<file path="src/rtl/tost_pkg.sv">
`timescale 1ns / 1ps
`default_nettype none

package tost_pkg;

	localparam int ID_COUNT = 1024;
	localparam int ID_W     = (ID_COUNT > 1) ? $clog2(ID_COUNT) : 1;
	localparam int LANES    = 6;

	localparam logic [16:0] WEIGHT_RESET = 17'd6554;
	localparam logic [16:0] WEIGHT_FULL  = 17'd65536;
	localparam logic [31:0] AGE_RESET    = 32'd1000;
	localparam logic [10:0] EVICT_MAX    = 11'd2047;

	// configuration register indexes
	localparam logic REG_SMOOTHING_WEIGHT = 1'b0;
	localparam logic REG_AGE_LIMIT_MS     = 1'b1;

	// request kinds
	localparam logic REQ_OBSERVE = 1'b0;
	localparam logic REQ_SWEEP   = 1'b1;

	typedef struct packed {
		logic               req_type;
		logic [9:0]         marker_id;
		logic [31:0]        now_ms;
		logic signed [31:0] pos_x_in;
		logic signed [31:0] pos_y_in;
		logic signed [31:0] pos_z_in;
		logic signed [31:0] rot_x_in;
		logic signed [31:0] rot_y_in;
		logic signed [31:0] rot_z_in;
		logic [21:0]        corner_sum_x;
		logic [21:0]        corner_sum_y;
	} tost_req_t;

	typedef struct packed {
		logic               result_kind;
		logic [9:0]         marker_id_out;
		logic signed [31:0] pos_x_out;
		logic signed [31:0] pos_y_out;
		logic signed [31:0] pos_z_out;
		logic signed [31:0] rot_x_out;
		logic signed [31:0] rot_y_out;
		logic signed [31:0] rot_z_out;
		logic [15:0]        pixel_x;
		logic [15:0]        pixel_y;
		logic               was_tracked;
		logic [10:0]        evicted_count;
	} tost_res_t;

	// controller to datapath
	typedef struct packed {
		logic            rd_req;     // read the table at the incoming id
		logic            capture;    // latch the incoming request
		logic            obs_mul;    // blend stage one: differences times weight
		logic            obs_wr;     // blend stage two: round, store, emit
		logic            clr_wr;     // clear pass write of a live bit
		logic            sweep_rd;   // read one entry for the age check
		logic            sweep_done; // emit the sweep result
		logic [ID_W-1:0] addr;
	} tost_cmd_t;

endpackage

`default_nettype wire

</file>
<file path="src/rtl/tost_ctrl.sv">
`timescale 1ns / 1ps
`default_nettype none

module tost_ctrl
	import tost_pkg::*;
(
	input  wire logic  clk,
	input  wire logic  arst_n,
	input  wire logic  start,
	input  wire logic  req_type,
	output logic       busy,
	output tost_cmd_t  cmd
);

	localparam logic [2:0] S_CLEAR     = 3'd0;
	localparam logic [2:0] S_IDLE      = 3'd1;
	localparam logic [2:0] S_OBS_MUL   = 3'd2;
	localparam logic [2:0] S_OBS_WR    = 3'd3;
	localparam logic [2:0] S_SWEEP     = 3'd4;
	localparam logic [2:0] S_SWEEP_END = 3'd5;

	localparam logic [ID_W-1:0] LAST_ID = ID_W'(ID_COUNT - 1);

	logic [2:0]      state_q, state_d;
	logic [ID_W-1:0] cnt_q, cnt_d;

	always_comb begin
		state_d        = state_q;
		cnt_d          = cnt_q;
		busy           = 1'b1;
		cmd            = '0;
		cmd.addr       = cnt_q;
		case (state_q)
			S_CLEAR: begin
				cmd.clr_wr = 1'b1;
				cnt_d      = cnt_q + 1'b1;
				if (cnt_q == LAST_ID) begin
					cnt_d   = '0;
					state_d = S_IDLE;
				end
			end
			S_IDLE: begin
				busy       = 1'b0;
				cmd.rd_req = 1'b1;
				if (start) begin
					cmd.capture = 1'b1;
					cnt_d       = '0;
					state_d     = (req_type == REQ_SWEEP) ? S_SWEEP : S_OBS_MUL;
				end
			end
			S_OBS_MUL: begin
				cmd.obs_mul = 1'b1;
				state_d     = S_OBS_WR;
			end
			S_OBS_WR: begin
				cmd.obs_wr = 1'b1;
				state_d    = S_IDLE;
			end
			S_SWEEP: begin
				cmd.sweep_rd = 1'b1;
				cnt_d        = cnt_q + 1'b1;
				if (cnt_q == LAST_ID) begin
					cnt_d   = '0;
					state_d = S_SWEEP_END;
				end
			end
			S_SWEEP_END: begin
				// last entry is checked in this cycle
				cmd.sweep_done = 1'b1;
				state_d        = S_IDLE;
			end
			default: begin
				state_d = S_IDLE;
			end
		endcase
	end

	always_ff @(posedge clk or negedge arst_n) begin
		if (!arst_n) begin
			state_q <= S_CLEAR;
			cnt_q   <= '0;
		end else begin
			state_q <= state_d;
			cnt_q   <= cnt_d;
		end
	end

endmodule

`default_nettype wire

</file>
<file path="config.mk">
export PLATFORM = sky130hd
export DESIGN_NAME = tost_ctrl
export DESIGN_NICKNAME = d
export VERILOG_FILES = /design/src/rtl/tost_pkg.sv /design/src/rtl/tost_ctrl.sv
export SDC_FILE = /design/constraint.sdc
export NUM_CORES = 1
export LEC_CHECK = 0
export BUFFER_PORTS_ARGS = -buffer_cell sky130_fd_sc_hd__buf_2
export CAP_MARGIN = 20
export CORE_AREA = 2 2 49 51
export CTS_CLUSTER_DIAMETER = 30
export DETAILED_ROUTE_END_ITERATION = 12
export DIE_AREA = 0 0 51 53
export SYNTH_ARGS = -nofsm -noshare
export SYNTH_HDL_FRONTEND = slang
export SYNTH_SLANG_ARGS = --single-unit
</file>
<file path="constraint.sdc">
create_clock -name clk -period 2.5 [get_ports clk]
set_input_delay 0.25 -clock clk [delete_from_list [all_inputs] [get_ports clk]]
set_output_delay 0.25 -clock clk [all_outputs]
set_load 0.03 [all_outputs]
</file>
==> flow_summary.yaml, run 1 <==
route:
  via_per_inst: 5.22
  vias: 674
  drcViolationCount: 0
  first_pass_iters: 4
  detail_route.iter0.violations: 10
  post_drt_wl_per_cell_um: 12.3
  routed_wl_um: 1590
  ant_nets: 0
place:
  dp_hpwl_um: 1180
  io_buffers: 21
  place_inst: 124
  gp_congestion: 0.786
worst_setup_path:
  r2r_end: "cnt_q[2]$_DFFE_PN0P_"
  worstPathArrival_ns: 1.54
  critPathCapture: "cmd[15]"
  worstPathRequired_ns: 2.25
  path_class: "reg2out"
  cp-end-kind: "primary output"
  rrSetupSlack_ns: 0.89
  reg2reg_depth: 5
  timing.rr.start: "cnt_q[0]$_DFFE_PN0P_"
  critPathLaunch: "state_q[1]$_DFFE_PN0P_"
  start_kind: "register"
  crit_fanout: 7
layout:
  diodes: 0
  drive_above_1_share_pct: 25.7
  fin_util_pct: 41.0
  final-instance-count-excl-fill: 129
  area_growth_pct: 20.8
  final.fill_count: 231
  nets: 107
floorplan:
  start_util_pct: 34.0
  die_x_um: 51
  coreArea_mm2: 0.00215
  num_rows: 17
  die_area_mm2: 0.00270
  die_h_um: 53
  ioPinCount: 22
status:
  outcome: "completed"
grt:
  grt_max_degree: 14
  grt_antenna_before_repair: 0
  grt-ovfl-total: 0
  grtUsageTotal_pct: 14.5
  grt_pass1_wl_um: 2950
  first_global_vias: 650
synthesis:
  syn_inst: 79
  yosysUniqueCellTypes: 35
  yosysWarnings: 0
  syn_avg_cell_area_um2: 9.23
  netlist_area_um2: 729
  ys_ff_latch: 13
  ys_seq_area_share_pct: 44.6
  syn_nets: 84
min_path:
  hold_class: "in2reg"
job:
  maxCapViolCount: 0
clock_tree:
  clock_path_buffers: 2
  cts-root-buf: "clkbuf_4"
  htree_levels: 1
  numCtsBuffers: 3
  cts_tree: "done"
  clkLatencyLatePin_ns: 0.27
  clkSinkCount: 13
  clkSlewWorstSetupHoldPaths_ns: 0.08
timing:
  relSlewSlack_pct: 74.1
  finalSetupViolCount: 0
  maxClockFrequency_mhz: 559
  rsz0062_at_grt: "false"
  slew_viol_final: 0
  finalSetupTns_ns: 0
  hold_violations: 0
  period_share_pct: 71.5
  min_period_ns: 1.79
  tightest_slew_ns: 0.389
  clock_skew_ns: 0.00156
power_and_ir_drop:
  total_leakage_power_uw: 0.000438
  p_per_area_mw_per_mm2: 1200
  vdd_drop_max_mv: 0.629
-- power breakdown --
part,internal [µW],switching [µW],total (µW)
clock network,61.9,67.7,130
registers,263,68.5,332
logic,193,398,592
-- worst max-delay path, cell delays in order (launching register included) --
cell	delay, ns
dfrtp_1	0.43
and2b_1	0.23
nor2b_1	0.18
and2_1	0.20
buf_2	0.22
-- metrics by stage --
stage               instance area (µm²)  hold slack, ns  setup WS, ns  total power [µW]
CTS                                 881           0.184         0.687              1070
floorplan                           729         -0.0456         0.698               797
global route                        881           0.189         0.575              1150
detailed placement                  845           0.156         0.923               929
finish                              881           0.192         0.712              1050
global placement                    845           0.152         0.969               919
-- synthesized netlist by cell type --
cell type  count  share of area (%)
a22o_1         1                1.2
nand3b_1       1                1.0
o311ai_1       1                1.2
nor4_1         1               0.86
nand3_1        4                2.7
a21oi_1        2                1.4
nand2_1       11                5.7
and3b_1        1                1.2
and2b_1        1                1.0
and2_1         3                2.6
nor2_1         5                2.6
mux2_2         1                1.5
a31oi_1        3                2.6
clkbuf_1       1               0.51
or2b_1         1                1.0
inv_1          1               0.51
buf_2          1               0.69
or2_1          2                1.7
nand2b_1       1               0.86
nor3_1         1               0.69
or4_1          1                1.0
ha_1           1                1.7
and4_1         1                1.2
and3_1         1               0.86
dfrtp_1       13                 45
a21o_1         2                2.1
or3_1          1               0.86
nor3b_1        1                1.0
nand4_1        2                1.7
nor2b_1        1               0.86
a41oi_4        1                3.8
o21ai_0        8                5.5
o211ai_1       1                1.0
buf_6          1                1.5
clkbuf_2       1               0.69
-- layer usage --
| layer | GRT usage (%) | vias to the layer above | part of all wire (%) |
|---|---|---|---|
| met5 | 0 | - | 0 |
| met1 | 19.3 | 318 | 49 |
| met2 | 22.7 | 21 | 45 |
| met4 | 8.11 | 0 | 0.63 |
| li1 | - | 333 | - |
| met3 | 1.69 | 2 | 5.4 |
-- registers in the layout, summed over array words and instances (netlist names) --
signal / flops
state_q: 3
cnt_q: 10
-- cells by family after synthesis --
logic type                 synth area share [%]
adders and majority gates                  1.71
DFF                                        44.6
AOI/OAI and AO/OA                          18.7
and+or+nand+nor                            29.5
muxes                                      1.54
buffers and inverters                      3.94
-- how the worst min path moves through the flow --
stage / from / cells after the start / endpoint
after global placement: arst_n / 1 / cnt_q[8]$_DFFE_PN0P_
after CTS: req_type / 2 / state_q[2]$_DFFE_PN0P_
after floorplan: arst_n / 0 / cnt_q[0]$_DFFE_PN0P_
final: req_type / 2 / state_q[2]$_DFFE_PN0P_
after detailed placement: arst_n / 1 / cnt_q[8]$_DFFE_PN0P_
after global routing: req_type / 2 / state_q[2]$_DFFE_PN0P_
-- placed cells by master (no fill, tap or decap), types with 3 or more instances in the layout --
cell type | Yosys | layout
buf_2 | 1 | 21
and2_1 | 3 | 3
o21ai_0 | 8 | 8
nand2_1 | 11 | 11
nand3_1 | 4 | 4
nor2_1 | 5 | 5
a31oi_1 | 3 | 3
dfrtp_1 | 13 | 13
clkbuf_4 | 0 | 3
-- what timing repair did --
action,4_1_cts,5_1_grt
hold endpoints to repair,13,0
gates resized for setup,0,0
buffers inserted,0,0
hold buffers,1,0
-- area by class of cell --
| class | instances | area, µm² | share of cell area (%) |
|---|---|---|---|
| sequential | 13 | 325 | 36.9 |
| tap | 28 | 35.0 | 3.98 |
| multi-input combinational | 61 | 375 | 42.6 |
| clock buffer | 4 | 26.3 | 2.98 |
| inverter | 1 | 3.75 | 0.426 |
| timing repair buffer | 22 | 115 | 13.1 |
No activity file was read; power rests on OpenSTA's default activity.
==> run 2, diff against run 1 <==
--- a/config.mk
+++ b/config.mk
@@ -5,12 +5,13 @@
 export SDC_FILE = /design/constraint.sdc
 export NUM_CORES = 1
 export LEC_CHECK = 0
+export ABC_AREA = 1
 export BUFFER_PORTS_ARGS = -buffer_cell sky130_fd_sc_hd__buf_2
 export CAP_MARGIN = 20
-export CORE_AREA = 2 2 49 51
+export CORE_AREA = 2 2 52 54
 export CTS_CLUSTER_DIAMETER = 30
 export DETAILED_ROUTE_END_ITERATION = 12
-export DIE_AREA = 0 0 51 53
+export DIE_AREA = 0 0 54 56
 export SYNTH_ARGS = -nofsm -noshare
 export SYNTH_HDL_FRONTEND = slang
 export SYNTH_SLANG_ARGS = --single-unit
==> constraint.sdc (replaced) <==
create_clock -name clk -period 1.55 [get_ports clk]
set_input_delay 0.155 -clock clk [delete_from_list [all_inputs] [get_ports clk]]
set_output_delay 0.155 -clock clk [all_outputs]
set_load 0.03 [all_outputs]
==> run 2 against run 1 <==
  * Die area up 12%
  * Global-route usage down 0.89 points
  * Flip-flop and latch count unchanged
  * Non-clock buffer count rose by 1
  * Hold slack got worse by 0.034 ns
  * Routed wire length rose by 10%
  * Power increased by 100%
  * First-iteration DRC count decreased by 30%
==> flow_summary.yaml, run 2 <==
worst_setup_path:
  start_kind: "register"
  path_cells: "inv_1 -> nand2_2 -> nor2_2 -> buf_2"
  critPathBufInv: 2
  path_class: "reg2out"
  reg2reg_depth: 7
  cp.depth: 4
  rrSetupSlack_ns: 0.20
  crit_fanout: 6
  worstPathArrival_ns: 1.30
  timing.rr.start: "cnt_q[1]$_DFFE_PN0P_"
  cp_top_family: "flip-flops"
  cp-end-kind: "primary output"
  r2r_end: "state_q[2]$_DFFE_PN0P_"
  worstPathRequired_ns: 1.39
  critPathLaunch: "state_q[0]$_DFFE_PN0P_"
  critPathCapture: "cmd[11]"
  crit_path_top_delay_cell: "dfrtp_1"
  critical_path.max_stage_delay_ns: 0.41
floorplan:
  start_util_pct: 33.5
  coreArea_mm2: 0.00243
  die_x_um: 54
  ioPinCount: 22
  die_h_um: 56
  num_rows: 18
  die_area_mm2: 0.00302
grt:
  grtUsageTotal_pct: 13.6
  grt-ovfl-total: 0
  grt_antenna_before_repair: 0
  grt_max_degree: 14
  grt_pass1_wl_um: 3060
  first_global_vias: 679
synthesis:
  syn_inst: 104
  yosysMostFrequentCell: "nand2_1"
  syn_avg_cell_area_um2: 7.83
  synth_top_area_share_pct: 39.9
  yosysUniqueCellTypes: 26
  syn_nets: 109
  synth_common_cells: "24 x nand2_1, 13 x dfrtp_1, 13 x inv_1"
  ys.flop_type: "dfrtp_1"
  synthTopCellsByArea: "dfrtp_1 40%, nand2_1 11%, inv_1 6.0%"
  yosysWarnings: 0
  netlist_area_um2: 815
  synth_edf_count: 0
  synth-async-reset-ratio_pct: 100
  ys_ff_latch: 13
  synth_area_leader_cell: "dfrtp_1"
  ys_seq_area_share_pct: 39.9
timing:
  maxClockFrequency_mhz: 686
  min_period_ns: 1.46
  rsz0062_at_grt: "false"
  period_share_pct: 94.0
  tightest_slew_ns: 0.299
  relSlewSlack_pct: 80.1
  hold_violations: 0
  slew_viol_final: 0
  finalSetupViolCount: 0
  finalSetupTns_ns: 0
  clock_skew_ns: 0.00249
  final.setup.worst_slack_ns: 0.0926
place:
  dp_hpwl_um: 1390
  post-place-ws_ns: 0.189
  io_buffers: 21
  gp_congestion: 0.765
route:
  routed_wl_um: 1750
  drcViolationCount: 0
  vias: 742
  detail_route.iter0.violations: 7
  post_drt_wl_per_cell_um: 10.9
  first_pass_iters: 4
  ant_nets: 0
  via_per_inst: 4.61
layout:
  multi_input_area_um2: 422
  drive_above_1_share_pct: 35.1
  reg_top3: "cnt_q (10), state_q (3)"
  mostFrequentLayoutCells: "24 x nand2_1, 21 x buf_2, 13 x inv_1, 13 x dfrtp_1"
  largest_reg_flops: 10
  mostFrequentLayoutCell: "nand2_1"
  largest_register: "cnt_q"
  nets: 137
  diodes: 0
  final.fill_count: 274
  seq_area_um2: 325
  area_growth_pct: 23.5
power_and_ir_drop:
  vdd_drop_max_mv: 1.40
  p_per_area_mw_per_mm2: 2120
  total_leakage_power_uw: 0.000552
clock_tree:
  clock_path_buffers: 2
  htree_levels: 1
  cts-root-buf: "clkbuf_4"
  cts_tree: "done"
  numCtsBuffers: 3
  clkSlewWorstSetupHoldPaths_ns: 0.08
  clkSinkCount: 13
  clkLatencyLatePin_ns: 0.28
min_path:
  hold_class: "in2reg"
job:
  maxCapViolCount: 0
status:
  outcome: "completed"
-- run 2: cell count changes in the layout (fill, tap and decap cells not counted), sizes merged, moves of 3 or more --
| cell | change |
|---|---|
| nand2 | +20 |
| inv | +17 |
| nor2 | +5 |
| and2 | -3 |
-- run 2: layer usage --
metal | vias to the layer above | routed length, µm | GRT usage (%)
met5 | - | 0 | 0
met1 | 332 | 808 | 18.3
li1 | 387 | - | -
met2 | 21 | 807 | 20.2
met4 | 0 | 10 | 2.86
met3 | 2 | 122 | 5.65
-- run 2: stage by stage --
step	cells	hold slack, ns	cell area [µm²]	utilization (%)	power (µW)
6_report	161	0.158	1010	41.4	2130
2_1_floorplan	104	-0.141	815	-	1570
5_1_grt	161	0.200	1010	41.4	2320
4_1_cts	161	0.156	1000	41.2	2150
3_5_place_dp	156	0.0624	965	39.7	1930
3_3_place_gp	156	0.0605	965	39.7	1920
-- run 2: layout make-up --
type / instances / area share [%]
clock buffer: 4 / 2.61
timing repair buffer: 23 / 12.2
sequential: 13 / 32.3
multi-input combinational: 73 / 41.9
inverter: 18 / 7.21
tap: 30 / 3.73
-- run 2: logic make-up (layout without fill, tap and decap cells) --
group | Yosys count | in the layout | synth area share, %
AO/OA/AOI/OAI | 14 | 14 | 9.83
XOR/XNOR | 3 | 3 | 3.23
adder cells (fa/ha/maj) | 1 | 1 | 1.54
buffers and inverters | 18 | 45 | 8.60
flip-flops | 13 | 13 | 39.9
AND/OR/NAND/NOR | 55 | 55 | 36.9
-- run 2: timing repair --
| item | 4_1_cts | 5_1_grt |
|---|---|---|
| hold buffers | 1 | 0 |
| endpoints found under the setup margin | 0 | 1 |
| gates resized for setup | 0 | 2 |
| setup buffers | 0 | 0 |
| hold endpoints to repair | 13 | 0 |
-- run 2: worst min path at each step --
| stage | start | endpoint | slack [ns] | depth (start not counted) |
|---|---|---|---|---|
| after floorplan | arst_n | cnt_q[0]$_DFFE_PN0P_ | -0.14 | 0 |
| after global placement | arst_n | cnt_q[3]$_DFFE_PN0P_ | 0.06 | 1 |
| after detailed placement | arst_n | cnt_q[4]$_DFFE_PN0P_ | 0.06 | 1 |
| after CTS | req_type | state_q[1]$_DFFE_PN0P_ | 0.16 | 4 |
| after global routing | req_type | state_q[2]$_DFFE_PN0P_ | 0.20 | 3 |
| final | req_type | state_q[1]$_DFFE_PN0P_ | 0.16 | 4 |
-- run 2: worst min-delay path: cells and delay by family --
family / cells / cell delay, ns
buf+inv: 1 / 0.09
simple gates: 3 / 0.16
-- run 2: power by group --
part / internal [µW] / switching (µW)
Clock: 99.9 / 113
Combinational: 384 / 919
Sequential: 467 / 149
Total: 951 / 1180
